$ cat config.mk
export PLATFORM = sky130hd
export DESIGN_NAME = cbs_ram
export DESIGN_NICKNAME = d
export VERILOG_FILES = /design/src/hw/rtl/cbs_ram.sv
export SDC_FILE = /design/constraint.sdc
export NUM_CORES = 1
export LEC_CHECK = 0
export BUFFER_PORTS_ARGS = -buffer_cell sky130_fd_sc_hd__buf_2
export CELL_PAD_IN_SITES_DETAIL_PLACEMENT = 0
export CELL_PAD_IN_SITES_GLOBAL_PLACEMENT = 1
export CORE_MARGIN = 2
export CORE_UTILIZATION = 41
export DETAILED_ROUTE_END_ITERATION = 6
export PLACE_DENSITY_LB_ADDON = 0.1
export SYNTH_ARGS = -nofsm -noshare
export SYNTH_HDL_FRONTEND = slang
export SYNTH_SLANG_ARGS = --single-unit
$ cat constraint.sdc
create_clock -name clk -period 1 [get_ports clk]
set_input_delay 0.15 -clock clk [delete_from_list [all_inputs] [get_ports clk]]
set_output_delay 0.15 -clock clk [all_outputs]
set_load 0.05 [all_outputs]
$ cat src/hw/rtl/cbs_ram.sv
// Generic simple dual-port RAM with one write port and a registered read port.
module cbs_ram #(
  parameter int unsigned WIDTH = 8,
  parameter int unsigned DEPTH = 2
) (
  input  logic                     clk,
  input  logic                     we,
  input  logic [$clog2(DEPTH)-1:0] waddr,
  input  logic [WIDTH-1:0]         wdata,
  input  logic [$clog2(DEPTH)-1:0] raddr,
  output logic [WIDTH-1:0]         rdata
);

  logic [WIDTH-1:0] mem [DEPTH];

  // Write, then register the read data
  always_ff @(posedge clk) begin
    if (we) begin
      mem[waddr] <= wdata;
    end
    rdata <= mem[raddr];
  end

endmodule

======== Yosys cells after proc, flatten, opt, wreduce, memory -nomap -nowiden ========
Memory sizes are Yosys's and may differ from the RTL's. A register that Yosys moved wholly into a read port is not among the register bits.
Index checks and enable logic that the tools add are counted.
cells by class
  muxes and demuxes ....................... 2
operators by type and width
  operator  count
  $mux 1    2
storage, ports and cells
  word-level logic and storage cells ...... 3
  bits in registers ....................... 0
  memories ................................ 1
  output and inout bits ................... 8
  RAM bits ................................ 16
memories
  name  depth  bits a word  read ports  clocked after Yosys merged registers in  wr ports  RTL line  source
  mem   2      8            1           1                                        1         14        logic [WIDTH-1:0] mem [DEPTH];

======== Logic depth before layout (Yosys ltp) ========
  word-level depth ........................ 2
  mapped depth ............................ 2
  gate-level depth less buffers ........... 1

======== Worst setup path after synthesis ========
OpenSTA, ideal clock, no wires.
  path kind ............................... input to register
  start point ............................. input port we
  end point ............................... memory mem[0][0] (enable)
  required time ........................... 627 ps
  data arrival time ....................... 570 ps
  stages on the path ...................... 1
  path slack .............................. 57 ps
  cell sequence ........................... nor2b_1
between the ends
  cells in the longest elaborated chain, start to end .. 2
RTL lines
  element                       RTL line  source
  from (decl)                   7         input logic we,
  $mux 1                        18        if (we) begin
  $mux 1 (not written as such)  19        mem[waddr] <= wdata;
  to (decl)                     14
Every way passes these cells.

======== Worst setup path in the final report ========
  start point ............................. register rdata[6], read port of mem
  end point ............................... output port rdata[6]
RTL lines
  element      RTL line  source
  from (decl)  11        output logic [WIDTH-1:0] rdata
No word-level cell between the ends.

==> results.cfg <==
[outcome]
outcome = finished clean

[critical_path]
worstSetupPathType = flip-flop to output port
setup.worst_path.end_class = output port
cp-start-kind = flip-flop
max_stage_delay_ns = 0.34
cp_top_family = flip-flops
cp_num_buf_inv = 1
worstPathRequired_ns = 0.85
worstPathMaxFanout = 1
cp_slowest_cell = dfxtp_1
crit_chain = buf_6
arrival_ns = 0.80

[detailed_routing]
drc_errors = 0
dr_total_vias = 372
ant_nets = 0
drt_iter0_markers = 4
wl_per_cell_um = 11.7
first_pass_iters = 2
viasPerCell = 4.33
drt_wl_total_um = 1010

[cts]
cts-buffers-inserted = 3
cts_root_buf = clkbuf_4
tritoncts = yes
cts_sinks = 24
clk_pin_slew_ns = 0.12
clockBufferDepth = 2
clk_latency_ns = 0.30
htreeDepth = 1
cts_setup_buffers = 0

[placement]
dp_slack_ns = 0.0772
place.gp.congestion = 0.615
place.port_buffers = 19

[die]
start_util = 0.445
rows = 15
die_w_um = 47.7
die_area_mm2 = 0.00228
coreArea_mm2 = 0.00176
io_pins = 20
die_h_um = 47.7

[yosys]
yosysTopAreaCellShare = 0.612
yosysTopAreaCell = edfxtp_1
ys_top_cells_by_area = edfxtp_1 (61%), dfxtp_1 (20%), mux2_4 (15%)
ys_seq_area_frac = 0.817
syn_inst = 35
synth.yosys.warnings = 0
synth_compound_area_frac = 0
ys_types = 6
muxShareOfSynthArea = 0.153
synth_area_per_cell_um2 = 22.4
synthSimpleGateAreaFrac = 0.0159
synth_area_um2 = 785
ys_ff_latch = 24
synth_top_family_by_area = multiplexers
synthXorXnorAreaFrac = 0
synth_fp_nets = 47
synthAdderAreaFrac = 0

[grt]
grt_pass1_vias = 393
grt.overflow.total = 0
grt_usage = 0.107
grt_max_degree = 14
grt_pass1_wl_um = 1520
antenna_found_initial = 0

[sta]
timing.hold.ws_ns = 0.0278
period_share = 0.949
slew_viol_final = 0
slew_headroom = 0.827
tns_ns = 0
setup_viol = 0
finalCriticalPeriod_ns = 0.949
rsz0062_at_grt = no
setup_slack_ns = 0.0509
fmax_ghz = 1.05
worst_pin_slew_ns = 0.259
fin_skew_ns = 0.00147
hold_violations = 0

[power_and_ir_drop]
power_leakage_nw = 0.416
power_mw = 1.85
p_per_area_mw_per_mm2 = 1820
pwr-share-clk = 0.219
combPwrFrac = 0.151
p_int_mw = 1.41
power.net_switching_mw = 0.436
pwr-share-seq = 0.631
peakVddDrop_mv = 1.04
swShare = 0.236

[final_layout]
antenna_cells = 0
nets = 74
syn2layout_area_growth_pct = 29.2
layout-drive-gt1-share = 0.656

[min_path]
hold_path_class = input pin to flip-flop

[job]
maxCapViolCount = 0
==> power by group through the flow <==
stage                     clock network [mW]  logic, mW  registers, mW
final                                  0.404      0.279           1.17
after global routing                   0.466      0.293           1.17
after CTS                              0.418      0.267           1.16
after detailed placement                   0      0.247           1.18
after global placement                     0      0.241           1.17
after floorplan                            0     0.0683           1.28
==> metrics by stage <==
stage          instances  utilization  cell area [um2]
6_report              86        0.574             1010
3_5_place_dp          82        0.527              930
4_1_cts               86        0.555              980
5_1_grt               86        0.574             1010
2_1_floorplan         35            -              785
3_3_place_gp          82        0.527              930
==> cell usage after synthesis <==
cell type,count
mux2_4,8
edfxtp_1,16
nor2b_1,1
and2_1,1
dfxtp_1,8
buf_6,1
==> cell type report <==
cell class	count	area [um2]
Clock buffer	3	22.5
Timing Repair Buffer	23	175
Clock inverter	1	3.75
Tap cell	25	31.3
Sequential cell	24	648
Fill cell	164	751
Multi-Input combinational cell	10	133
==> sequential cells by signal (all words and copies together), names as in the netlist <==
| name | cells |
|---|---|
| mem | 16 |
| rdata | 8 |
==> cell usage in the layout (no fill, tap or decap) <==
cell	n
dfxtp_1	2
nor2b_1	1
buf_6	8
edfxtp_1	16
mux2_4	8
dfxtp_2	6
clkbuf_4	3
and2_1	1
buf_2	11
buf_4	4
clkinv_1	1
==> kinds of logic (layout without fill, tap and decap cells) <==
family                 count (synthesis)  count (layout)
multiplexers                           8               8
flip-flops                            24              24
AND/OR/NAND/NOR                        2               2
buffers and inverters                  1              27
==> per-layer routing <==
layer	wire [um]	GRT usage
met1	345	0.0920
met2	605	0.200
met3	59	0.0453
met4	0	0.0649
met5	0	0
==> final timing paths <==
kind              startpoint   endpoint  slack [ns]  depth (start not counted)
hold reg to reg    mem[1][4]   rdata[4]        0.49                          1
setup / recovery    rdata[6]   rdata[6]        0.05                          1
hold / removal      wdata[2]  mem[0][2]        0.03                          1
setup reg to reg   mem[1][6]   rdata[6]        0.24                          1
==> what timing repair did <==
action	CTS	global route
resized for setup	9	13
endpoints found under the setup margin	8	8
hold buffers	0	0
Power figures use the tool's default switching activity.
