$ cat config.mk
export PLATFORM = sky130hd
export DESIGN_NAME = cbs_compare
export DESIGN_NICKNAME = d
export VERILOG_FILES = /design/src/hw/rtl/cbs_pkg.sv /design/src/hw/rtl/cbs_compare.sv
export SDC_FILE = /design/constraint.sdc
export NUM_CORES = 1
export LEC_CHECK = 0
export BUFFER_PORTS_ARGS = -buffer_cell sky130_fd_sc_hd__buf_2
export CAP_MARGIN = 10
export CORE_AREA = 10 10 62 77
export DETAILED_ROUTE_END_ITERATION = 8
export DIE_AREA = 0 0 72 87
export MAX_ROUTING_LAYER = met4
export PLACE_DENSITY = 0.87
export SLEW_MARGIN = 5
export SYNTH_ARGS = -nofsm -noshare
export SYNTH_HDL_FRONTEND = slang
export SYNTH_SLANG_ARGS = --single-unit
$ cat constraint.sdc
create_clock -name vclk -period 3.75
set_input_delay 1.125 -clock vclk [all_inputs]
set_output_delay 1.125 -clock vclk [all_outputs]
set_load 0.01 [all_outputs]
$ cat src/hw/rtl/cbs_pkg.sv
// Shared types, codes and helpers for the coordinate binary search block.
package cbs_pkg;

  // Default table depth
  localparam int unsigned TABLE_DEPTH_DEFAULT = 256;

  // Width of one stored key (three biased 16-bit fields)
  localparam int unsigned KEY_W = 48;

  // Item commands
  localparam logic CMD_WRITE  = 1'b0;
  localparam logic CMD_LOOKUP = 1'b1;

  typedef logic [KEY_W-1:0] key_t;

  typedef struct packed {
    logic               cmd;
    logic [7:0]         entry_address;
    logic signed [15:0] coord_x;
    logic signed [15:0] coord_y;
    logic signed [15:0] coord_z;
  } req_t;

  typedef struct packed {
    logic       found;
    logic [7:0] match_index;
  } rsp_t;

  // Comparator result: stored key below target, stored key equal to target
  typedef struct packed {
    logic lt;
    logic eq;
  } cmp_t;

  // Flip each sign bit so an unsigned compare of keys orders the triples
  function automatic key_t make_key(input req_t item);
    make_key = {item.coord_x ^ 16'h8000, item.coord_y ^ 16'h8000,
                item.coord_z ^ 16'h8000};
  endfunction

endpackage

$ cat src/hw/rtl/cbs_compare.sv
// Shared 48-bit key comparator used by every search step and the final check.
module cbs_compare (
  input  cbs_pkg::key_t entry,
  input  cbs_pkg::key_t target,
  output cbs_pkg::cmp_t result
);

  // Compare biased keys as unsigned numbers
  always_comb begin
    result.lt = (entry < target);
    result.eq = (entry == target);
  end

endmodule

# Word level (Yosys, flattened, before mapping)
# Index checks and enable logic that the tools add are counted.
# op_classes
n_lt_le_gt_ge	1
eq_ne	1
# ops
cell	count
== test 48 bit	1
less-than comparator 48 bit	1
# totals
reg_bits	0
in_bits	96
out_inout_bits	2
elab_cells	2

# Longest topological paths before layout
# depth
ltp_word	1
ltp_mapped	8
ltp_nobuf	8

# Worst setup path after synthesis
# OpenSTA, ideal clock, no wires.
# synth_path
path_kind	input-to-output
start	input port target[30]
end	output port result[0] in the netlist's numbering
arrival_ns	2.780
required_ns	2.625
slack_ns	-0.155
stages	7
path_buffers	0
path_cell_list	inv_1 > ha_1 > nand4_2 > nor4_2 > nand3_1 > or4_4 > nor3_2
# synth_rtl
element	line_no	source
from (decl)	cbs_compare.sv:4	input cbs_pkg::key_t target,
to (decl)	cbs_compare.sv:5	output cbs_pkg::cmp_t result

==> summary.md <==
The flow ran to the end, but the final reports show violations. The checks that failed: negative setup slack. The kind of path behind the tightest hold check is in2out. The fill cell instance count of the final layout was 283; the share of final-layout standard cells stronger than drive strength 1 was 53.9%.

Dividing the detail-routed via count by the number of cells gives 4.91. In the final routed layout, each cell accounts on average for 14.5 um. Measured against its own limit, the worst slew margin works out to 74.3%. For the global routing usage on met1, the log shows 14.3%. The initial utilization of the core area, before any placement, comes to 36.1%. The number of nets handed over by synthesis was 314. The first global-routing pass estimated 7.47 mm of wire. For the overall power, the log shows 229 uW.

The delay of the slowest cell on the worst path works out to 0.47 ns. The run gives 0 as the number of endpoints with negative hold slack in the final report. The count of pins on the block boundary was 98. Busiest metal layer after global routing: met2. The tools report the number of cells produced by synthesis as 170. The worst setup path is launched from an input pin. At the worst endpoint, the arrival time is 2.93 ns. Row generation in the floorplan step produced 24 rows. Power per unit of standard cell area: 101 nW/um2. The tools report the number of vias in the routed layout as 1577. The logs give 1748 for the number of global-route vias before repair and 4 for the largest net degree at the start of global routing.

The startpoint identified for the worst hold timing path is entry[31]. The run gives 0 as the number of warnings reported in the yosys synthesis log. The first detailed-routing pass ran for 4 iterations. The routing usage on met2 came out at 28.5%.

A synthesized cell averages 7.14 um2. The slew at the pin closest to its max-slew limit is 0.382 ns. Setup repair after global routing could not meet its margin everywhere.

The tightest hold path in the finished design has a slack of 2.79 ns. The die is 87 um tall. For the count of clock-net buffers in the final layout, the log shows 0. In the layout the commonest cells are buf_2 (79), inv_1 (35), ha_1 (29). The first routing iteration left 19 violations.

The number of setup violations in the final report is 2. The number of I/O port buffers is 98, and the sequential cell area fraction in the yosys report is 0%. The run gives 321 as the final instance count without filler cells. Global routing consumed, on the met3 layer, 2.63% of the routing resources. The area growth from synthesis to layout is 87.2%. The logs give 0 for the number of antenna violations at the first check in global routing and -0.598 ns for the aggregate negative setup slack. Along the worst path, the maximum fanout reaches 2. The cell area that synthesis handed to floorplanning was 1210 um2. The analysis attributes to cell leakage a power of 1.29 nW. The worst setup path is captured at an output pin. In this run, distinct cell masters in the synthesized netlist total 22. The pre-CTS worst setup slack is -0.362 ns, and the final global-route overflow total is 0.

The run gives 0 as the post-detailed-route DRC marker count. The area taken by flip-flops and latches came out at 0 um2. The die covers 6260 um2. For this design, the CTS-stage hold fixing added 0 buffers. The run gives 3.86 mm as the half-perimeter wire length after placement. The slowest stage cell on the critical path is or4_4.

The path with the worst hold slack has its endpoint at result[1]. The signal on the critical path passes through buf_8 > inv_4 > ha_4 > nand4_1 > nor4_4 > nand3_2 > or4_4 > nor2_4 > a2111oi_2 > buf_2. The worst ir drop on vdd was 0.0557 mV. The cell count of the worst hold path came out at 6. After detailed routing, the total wire length is 4.66 mm. Number of inserted diodes: 0. The design has 0 sequential cells.

Static timing analysis puts the maximum clock frequency at 247 MHz. The floorplan step set the die width to 72 um. The number of pins exceeding their max-slew limit in the final report is 0. The library cell used most frequently in the layout, excluding fill and tap cells, is buf_2. The count of nets left with antenna violations once routing finished came out at 0. For the count of max-cap constraint violations, the log shows 0.

The floorplan step defined a core boundary enclosing 3360 um2. The worst setup path is of the in2out kind. The clock period minus worst slack was 4.05 ns. The logs give 14.4% for the global router's overall resource usage and -0.303 ns for the final setup slack of the worst path.

Counting tap cells, the placed design contains a total of 316 instances. The worst path uses 108% of the clock period. STA puts the critical path data required time at 2.62 ns. The final estimated routing congestion in global placement was 0.791; the final-stage net count was 428.
==> worst max-delay path, delay by kind of cell <==
kind,cells,cell delay (ns)
compound gates,1,0.05
fa+ha+maj,1,0.25
simple gates,5,1.25
buf+inv,3,0.25
==> worst max-delay path by stage <==
stage	slack, ns	endpoint	start
after floorplan	0.05	result[1]	target[30]
after global placement	-0.31	result[1]	entry[43]
after detailed placement	-0.36	result[1]	target[43]
after CTS	-0.34	result[0]	target[46]
after global routing	-0.40	result[1]	target[47]
final	-0.30	result[1]	target[47]
==> layer usage <==
metal	share of wire [%]	wire, um	vias up
li1	-	-	816
met1	39	1820	693
met2	54	2520	64
met3	5.6	260	4
met4	1.2	58	0
met5	0	0	-
==> timing repair <==
item	CTS	global route
gates resized for setup	43	17
buffers inserted	2	3
pin swaps	10	6
setup endpoints to repair	2	2
==> synthesized netlist by cell type (2+ instances only) <==
cell | count | share of area (%)
ha_1 | 48 | 49
inv_1 | 48 | 15
a21oi_1 | 22 | 9.1
nand2_1 | 11 | 3.4
nand4_1 | 8 | 4.1
nand3_1 | 6 | 2.5
a21o_1 | 5 | 3.1
o21ai_0 | 4 | 1.6
nor2_1 | 3 | 0.93
a211oi_1 | 2 | 1.2
nor4_2 | 2 | 2.1
==> final cells by class <==
cell class	instances	area [um2]	share of cell area (%)
repair buffers	112	718	31.6
well taps	39	48.8	2.15
inverters	48	183	8.04
multi-input cells	122	1320	58.2
==> report_power, final <==
part | internal (mW) | switching [mW]
sequential | 0 | 0
clock | 0 | 0
combinational | 0.129 | 0.100
==> metrics by stage <==
stage	utilization, %	area, um2
3_3_place_gp	54.4	1830
6_report	67.6	2270
4_1_cts	63.0	2120
2_1_floorplan	-	1220
3_5_place_dp	54.4	1830
5_1_grt	67.6	2270
==> cells by family (layout without fill, tap and decap cells) <==
logic type | after synthesis | after routing | synth area share (%)
compound gates | 39 | 39 | 18.7
simple gates | 35 | 35 | 17.0
fa+ha+maj | 48 | 48 | 49.5
buf+inv | 48 | 160 | 14.8
Power figures use the tool's default switching activity.
