==> config.mk <==
export PLATFORM = sky130hd
export DESIGN_NAME = cbs_ctrl
export DESIGN_NICKNAME = d
export VERILOG_FILES = /design/src/hw/rtl/cbs_pkg.sv /design/src/hw/rtl/cbs_ctrl.sv
export SDC_FILE = /design/constraint.sdc
export NUM_CORES = 1
export LEC_CHECK = 0
export BUFFER_PORTS_ARGS = -buffer_cell sky130_fd_sc_hd__buf_2
export CORE_MARGIN = 2
export CORE_UTILIZATION = 44
export CTS_CLUSTER_DIAMETER = 200
export DETAILED_ROUTE_END_ITERATION = 12
export PLACE_DENSITY = 0.85
export SLEW_MARGIN = 20
export SYNTH_ARGS = -nofsm -noshare
export SYNTH_HDL_FRONTEND = slang
export SYNTH_SLANG_ARGS = --single-unit
==> constraint.sdc <==
create_clock -name clk -period 4.9 [get_ports clk]
set_input_delay 0.49 -clock clk [delete_from_list [all_inputs] [get_ports clk]]
set_output_delay 0.49 -clock clk [all_outputs]
set_load 0.03 [all_outputs]
==> src/hw/rtl/cbs_pkg.sv <==
// Shared types, codes and helpers for the coordinate binary search block.
package cbs_pkg;

  // Default table depth
  localparam int unsigned TABLE_DEPTH_DEFAULT = 256;

  // Width of one stored key (three biased 16-bit fields)
  localparam int unsigned KEY_W = 48;

  // Item commands
  localparam logic CMD_WRITE  = 1'b0;
  localparam logic CMD_LOOKUP = 1'b1;

  typedef logic [KEY_W-1:0] key_t;

  typedef struct packed {
    logic               cmd;
    logic [7:0]         entry_address;
    logic signed [15:0] coord_x;
    logic signed [15:0] coord_y;
    logic signed [15:0] coord_z;
  } req_t;

  typedef struct packed {
    logic       found;
    logic [7:0] match_index;
  } rsp_t;

  // Comparator result: stored key below target, stored key equal to target
  typedef struct packed {
    logic lt;
    logic eq;
  } cmp_t;

  // Flip each sign bit so an unsigned compare of keys orders the triples
  function automatic key_t make_key(input req_t item);
    make_key = {item.coord_x ^ 16'h8000, item.coord_y ^ 16'h8000,
                item.coord_z ^ 16'h8000};
  endfunction

endpackage

==> src/hw/rtl/cbs_ctrl.sv <==
// Sequencer for table writes and the lower-bound search, with the result register.
module cbs_ctrl #(
  parameter int unsigned TABLE_DEPTH = cbs_pkg::TABLE_DEPTH_DEFAULT
) (
  input  logic                           clk,
  input  logic                           rst,
  input  logic [8:0]                     entries_in_use,
  input  logic                           req_valid,
  output logic                           req_ready,
  input  cbs_pkg::req_t                  req,
  output logic                           rsp_valid,
  input  logic                           rsp_ready,
  output cbs_pkg::rsp_t                  rsp,
  output logic                           ram_we,
  output logic [$clog2(TABLE_DEPTH)-1:0] ram_waddr,
  output cbs_pkg::key_t                  ram_wdata,
  output logic [$clog2(TABLE_DEPTH)-1:0] ram_raddr,
  output cbs_pkg::key_t                  target,
  input  cbs_pkg::cmp_t                  cmp
);

  localparam int unsigned IDX_W = $clog2(TABLE_DEPTH);
  localparam int unsigned CNT_W = $clog2(TABLE_DEPTH + 1);

  localparam logic [1:0] S_IDLE   = 2'd0;
  localparam logic [1:0] S_SEARCH = 2'd1;
  localparam logic [1:0] S_STEP   = 2'd2;
  localparam logic [1:0] S_CHECK  = 2'd3;

  logic [1:0]       state, state_next;
  logic [CNT_W-1:0] lo, lo_next;
  logic [CNT_W-1:0] hi, hi_next;
  logic [CNT_W-1:0] mid, mid_q;
  logic [CNT_W-1:0] count;
  logic [CNT_W-1:0] count_clamp;
  logic             req_xfer;
  logic             in_range;
  logic             hit;
  logic             rsp_load;

  assign req_ready = (state == S_IDLE);
  assign req_xfer  = req_valid && req_ready;

  // Clamp the entry count to the table depth
  assign count_clamp = (32'(entries_in_use) > 32'(TABLE_DEPTH)) ?
                       CNT_W'(TABLE_DEPTH) : CNT_W'(entries_in_use);

  // Table write port: drop writes past the end of the table
  assign in_range  = (32'(req.entry_address) < 32'(TABLE_DEPTH));
  assign ram_we    = req_xfer && (req.cmd == cbs_pkg::CMD_WRITE) && in_range;
  assign ram_waddr = IDX_W'(req.entry_address);
  assign ram_wdata = cbs_pkg::make_key(req);

  // Midpoint of the open range and the read address
  assign mid       = lo + ((hi - lo) >> 1);
  assign ram_raddr = (state == S_SEARCH && lo != hi) ? mid[IDX_W-1:0] : lo[IDX_W-1:0];

  // Final check on the entry at the lower bound
  assign hit      = (lo < count) && cmp.eq;
  assign rsp_load = (state == S_CHECK) && (!rsp_valid || rsp_ready);

  // Next state and search bounds
  always_comb begin
    state_next = state;
    lo_next    = lo;
    hi_next    = hi;
    unique case (state)
      S_IDLE: begin
        if (req_xfer && req.cmd == cbs_pkg::CMD_LOOKUP) begin
          lo_next    = '0;
          hi_next    = count_clamp;
          state_next = S_SEARCH;
        end
      end
      S_SEARCH: begin
        state_next = (lo != hi) ? S_STEP : S_CHECK;
      end
      S_STEP: begin
        if (cmp.lt) begin
          lo_next = mid_q + CNT_W'(1);
        end else begin
          hi_next = mid_q;
        end
        state_next = S_SEARCH;
      end
      S_CHECK: begin
        if (rsp_load) begin
          state_next = S_IDLE;
        end
      end
      default: begin
        state_next = S_IDLE;
      end
    endcase
  end

  // Control state
  always_ff @(posedge clk) begin
    if (rst) begin
      state     <= S_IDLE;
      rsp_valid <= 1'b0;
    end else begin
      state <= state_next;
      if (rsp_load) begin
        rsp_valid <= 1'b1;
      end else if (rsp_ready) begin
        rsp_valid <= 1'b0;
      end
    end
  end

  // Search datapath and result payload
  always_ff @(posedge clk) begin
    lo <= lo_next;
    hi <= hi_next;
    if (state == S_SEARCH) begin
      mid_q <= mid;
    end
    if (req_xfer && req.cmd == cbs_pkg::CMD_LOOKUP) begin
      target <= cbs_pkg::make_key(req);
      count  <= count_clamp;
    end
    if (rsp_load) begin
      rsp.found       <= hit;
      rsp.match_index <= hit ? 8'(lo) : 8'd0;
    end
  end

endmodule

---- Yosys cells after proc, flatten, opt, wreduce, memory -nomap -nowiden ----
Cells that the tools add are included.
operators by class
  $lt $le $gt $ge ......................... 2
  bitwise operators ....................... 4
  add/subtract/negate cells ............... 3
  equality and inequality tests ........... 8
  reduce and logical (&&, ||, !) cells .... 14
  mux-type cells .......................... 14
operators by type and width
  operator             count
  $mux 9               5
  $pmux 9 s2           2
  $add 9x1->9 const B  1
  $add 9x8->9          1
  $gt 9x9->1 const B   1
  $lt 9x9->1           1
  $ne 9x9->1           1
  $sub 9x9->9          1
  $mux 8               1
  $pmux 2 s4           1
  $logic_and 1x1->1    6
  $ne 2x2->1 const B   3
  $reduce_and 3->1     2
  $eq 2x2->1 const B   2
  $mux 2               2
  $not 1->1            4
  $reduce_bool 2->1    2
  $mux 1               3
  $eq 2x1->1 const B   1
  $logic_not 2->1      1
  $ne 2x1->1 const B   1
  $reduce_and 2->1     1
  $logic_not 1->1      1
  $logic_or 1x1->1     1
word-level totals
  bits of input ports ..................... 72
  output and inout port bits .............. 124
  logic and storage cells ................. 54
  bits in registers ....................... 96

---- Longest topological paths before layout ----
  word-level depth ........................ 5
  gate-level depth with buffers ........... 14
  gate-level depth less buffers ........... 14

---- Worst setup path after synthesis ----
Ideal clock, no wire load.
  kind .................................... flip-flop to flip-flop
  start point ............................. register state[0]
  end point ............................... register count[0] (enable)
  arrival time ............................ 4.457 ns
  library setup time ...................... 0.542 ns
  data required time ...................... 4.358 ns
  stages on the path, launching flop included .. 3
  buffers on the path ..................... 1
  slack ................................... -0.099 ns
  clock period less this slack ............ 4.999 ns
  cells stage by stage .................... dfxtp_1 > clkbuf_1 > nor3_1
between the ends
  cells in the longest elaborated chain, start to end .. 3
RTL lines
  element                 RTL line         source
  start, declared         cbs_ctrl.sv:30   logic [1:0] state, state_next;
  start signal, assigned  cbs_ctrl.sv:103  state <= state_next;
  $logic_not 2->1         cbs_ctrl.sv:41   assign req_ready = (state == S_IDLE);
  $logic_and 1x1->1       cbs_ctrl.sv:42   assign req_xfer = req_valid && req_ready;
  $logic_and 1x1->1       cbs_ctrl.sv:119  if (req_xfer && req.cmd == cbs_pkg::CMD_LOOKUP) begin
  end signal, assigned    cbs_ctrl.sv:121  count <= count_clamp;
  end, declared           cbs_ctrl.sv:34   logic [CNT_W-1:0] count;
No other way between the ends.
A chain may end at the register's enable or synchronous reset.

---- Final worst setup path ----
  start point ............................. register lo[1]
  end point ............................... output ram_raddr[7]
between the ends
  cells in the longest elaborated chain, start to end .. 3
  elaborated cells between the ends (all ways) .. 5
  classes of those cells .................. add/sub: 2; eq/ne: 1; mux: 1; reduce/logical: 1
RTL lines
  element                 RTL line         source
  start, declared         cbs_ctrl.sv:31   logic [CNT_W-1:0] lo, lo_next;
  start signal, assigned  cbs_ctrl.sv:114  lo <= lo_next;
  $sub 9x9->9             cbs_ctrl.sv:55   assign mid = lo + ((hi - lo) >> 1);
  $add 9x8->9 (*)         cbs_ctrl.sv:55
  via mid[7]              cbs_ctrl.sv:33   logic [CNT_W-1:0] mid, mid_q;
  $mux 8 (*)              cbs_ctrl.sv:56   assign ram_raddr = (state == S_SEARCH && lo != hi) ? mid[IDX_W-1:0] : lo[IDX_W-1:0];
  end, declared           cbs_ctrl.sv:17   output logic [$clog2(TABLE_DEPTH)-1:0] ram_raddr,
Mark *: on every way through the listed nets, which the timed path passes. The rest lies on a longest branch.

==> impl_metrics.csv <==
group,metric,value,unit
drt,drc,0,
worst_setup_path,rrSetupSlack,1.81,ns
cts,cts_buffers,9,
run_status,outcome,"finished clean",
drt,drt_pass1_iterations,5,
die,start_util,45.0,%
sta,rsz0062_at_grt,"no",
cts,htree_levels,3,
pwr,swShare,31.2,%
die,rows,38,
cts,holdBufCountCts,0,
layout,num_antenna_cells,0,
layout,final_layout_size_suffix_gt1_share,40.8,%
placement,place_inst,649,
hold_path,whs_path_depth,2,
sta,slew_headroom,31.4,%
sta,finalCritPeriodShare,79.9,%
die,die_y,109,um
worst_setup_path,worst-setup-path-type,"reg2out",
synth,ys.warnings.count,0,
synth,postSynthCellCount,389,
placement,port_buffers,179,
cts,clockRootBuffer,"clkbuf_8",
cts,clock_path_buffers,2,
cts,clock_latency,0.36,ns
drt,detail_route.wl_per_cell,15.8,um
pwr,seqPwrFrac,51.4,%
pwr,p_comb_share,23.1,%
synth,synth.avg_cell_area,12.5,sq um
cts,ctsResizeCount,0,
synth,ys_ff_latch,96,
pwr,p_int,1.31,mW
global_route,antenna_found_initial,0,
die,die_w,109,um
die,ioPinCount,196,
drt,ant_nets,0,
sta,final_hold_viol_count,0,
cts,clk_pin_slew,0.10,ns
placement,dp_hpwl,8500,um
cts,cts_tree,"built",
global_route,overflow,0,
worst_setup_path,arrival,3.43,ns
synth,synth_edf_count,93,
global_route,grt_pass1_wl,15700,um
sta,setup_ws,0.984,ns
layout,synthToLayoutAreaGrowth,17.4,%
die,core_area,10800,sq um
sta,skew,0.0107,ns
cts,cts_setup_buffers,0,
global_route,first_global_vias,3178,
placement,gp_congestion,0.842,
layout,stdcell_count,665,
synth,netlist_area,4860,sq um
sta,fmax,255,MHz
job,max-cap-violations,0,
drt,wl,10500,um
cts,clock-sinks,96,
pwr,vdd_drop_max,0.000246,V
sta,setup_viol,0,
sta,timing.setup.tns,0,ns
synth,ys_types,46,
hold_path,worstHoldStart,"rst",
sta,final_max_slew_viol_count,0,
drt,viasPerCell,4.87,
pwr,switching_power,594,uW
synth,syn_nets,488,
pwr,p_leak,2.51,nW
die,dieArea,11900,sq um
worst_setup_path,reg2reg_from,"lo[1]$_SDFFCE_PN0P_",
worst_setup_path,cp-end-kind,"output pin",
worst_setup_path,critPathRequiredTime,4.41,ns
synth,synthFlopType,"edfxtp_1",
synth,yosysSeqAreaShare,58.7,%
pwr,pwr-share-clk,25.6,%
placement,dp_slack,1.35,ns
hold_path,hold_path_end,"rsp_valid$_SDFFE_PP0P_",
worst_setup_path,worstPathMaxFanout,6,
drt,drt-initial-drc-count,223,
sta,period_needed,3.92,ns
global_route,grt_usage,18.0,%
pwr,powerDensity,334,nW/um^2
worst_setup_path,reg2reg_depth,11,
worst_setup_path,worstReg2RegEnd,"mid_q[8]$_DFFE_PN_",
drt,dr_total_vias,3236,
worst_setup_path,setup.worst_path.start_class,"flop",
layout,final_nets,619,
global_route,grt_max_degree,58,
sta,worst_pin_slew,1.03,ns
synth,async_flop_share,0,%
hold_path,hold_class,"in2reg",
critical path, cell delays in order, from the launching register on:
cell and delay [ns]:
edfxtp_1 0.51, inv_1 0.14, ha_1 0.34, a21o_1 0.21, a41o_2 0.29, o41ai_2 0.23, xnor2_1 0.16, ha_1 0.29
a21oi_1 0.17, o21ai_0 0.11, nand2_1 0.09, xnor2_1 0.08, mux2_4 0.27, buf_2 0.18
metrics by stage:
| step | hold slack, ns | cell area [sq um] | total power [mW] | util (%) |
|---|---|---|---|---|
| global route | 0.276 | 5700 | 1.99 | 52.8 |
| CTS | 0.278 | 5700 | 1.92 | 52.8 |
| floorplan | 0.520 | 4860 | 1.34 | - |
| detailed placement | 0.505 | 5520 | 1.43 | 51.1 |
| finish | 0.303 | 5700 | 1.90 | 52.8 |
| global placement | 0.495 | 5520 | 1.42 | 51.1 |
layer usage:
layer  share of wire [%]  global-route usage, %
met1                  37                   18.5
met2                  55                   34.0
met3                 5.8                   4.36
met4                 2.0                   8.15
met5                   0                      0
how the worst max path moves through the flow:
stage	from	endpoint	slack, ns	cells past startpoint
3_5_place_dp	lo[1]$_SDFFCE_PN0P_	ram_raddr[7]	1.35	13
4_1_cts	lo[1]$_SDFFCE_PN0P_	ram_raddr[7]	0.95	13
6_report	lo[1]$_SDFFCE_PN0P_	ram_raddr[7]	0.98	13
5_1_grt	lo[0]$_SDFFCE_PN0P_	ram_raddr[7]	0.77	14
2_1_floorplan	state[1]$_SDFFE_PP0P_	count[0]$_DFFE_PP_	1.66	2
3_3_place_gp	lo[0]$_SDFFCE_PN0P_	ram_raddr[7]	1.49	14
synth_stat cells, types with 6 or more instances:
cell type	n	area share (%)
edfxtp_1	93	57
inv_1	28	2.2
xor2_1	7	1.3
buf_4	53	8.2
xnor2_1	9	1.6
a21oi_1	17	1.8
mux2_4	7	2.2
nand2_1	39	3.0
ha_1	25	6.4
o21ai_0	7	0.72
nor2_1	17	1.3
nor2b_1	13	1.7
clkbuf_1	6	0.46
and2_1	9	1.2
area by class of cell:
class | instances | area, sq um
Clock buffer | 9 | 124
Clock inverter | 7 | 61.3
Fill cell | 890 | 5090
Inverter | 28 | 105
Multi-Input combinational cell | 205 | 1480
Sequential cell | 96 | 2850
Tap cell | 140 | 175
Timing Repair Buffer | 180 | 903
placed cells by master (no fill, tap or decap), types with 2 or more instances in the layout:
cell type,netlist,layout
a21o_1,4,4
a21oi_1,17,17
and2_1,9,9
and3_1,3,3
buf_2,0,179
clkbuf_8,0,9
dfxtp_1,3,3
edfxtp_1,93,93
fa_1,2,2
ha_1,25,25
inv_1,28,28
inv_6,0,2
inv_8,0,2
mux2_4,7,7
nand2_1,39,39
nand2b_1,5,5
nand3_1,5,5
nand4_1,2,2
nor2_1,17,17
nor2b_1,13,13
nor3_1,4,3
o21ai_0,7,7
o21ai_1,4,4
o21bai_1,2,2
or3_1,4,4
xnor2_1,9,9
xor2_1,7,7
cells by family after synthesis:
logic type,Yosys count,synth area share (%)
AOI/OAI and AO/OA,49,7.01
xor gates and xnor gates,16,2.89
adders and majority gates,27,7.26
buffers and inverters,88,11.1
DFF,96,58.7
muxes,7,2.16
and+or+nand+nor,106,10.9
state kept, by name, summed over array words and instances (netlist names):
signal and cells:
target 48, count 9, hi 9, lo 9
mid_q 9, rsp 9, state 2, rsp_valid 1
power groups by stage:
stage                     combinational (mW)  clock, mW  sequential (mW)
after floorplan                        0.310          0             1.03
after global placement                 0.428          0            0.993
after detailed placement               0.439          0            0.995
after CTS                              0.440      0.498            0.977
after global routing                   0.474      0.530            0.981
final                                  0.439      0.486            0.977
Note: power is estimated with default switching activity, not from simulation.
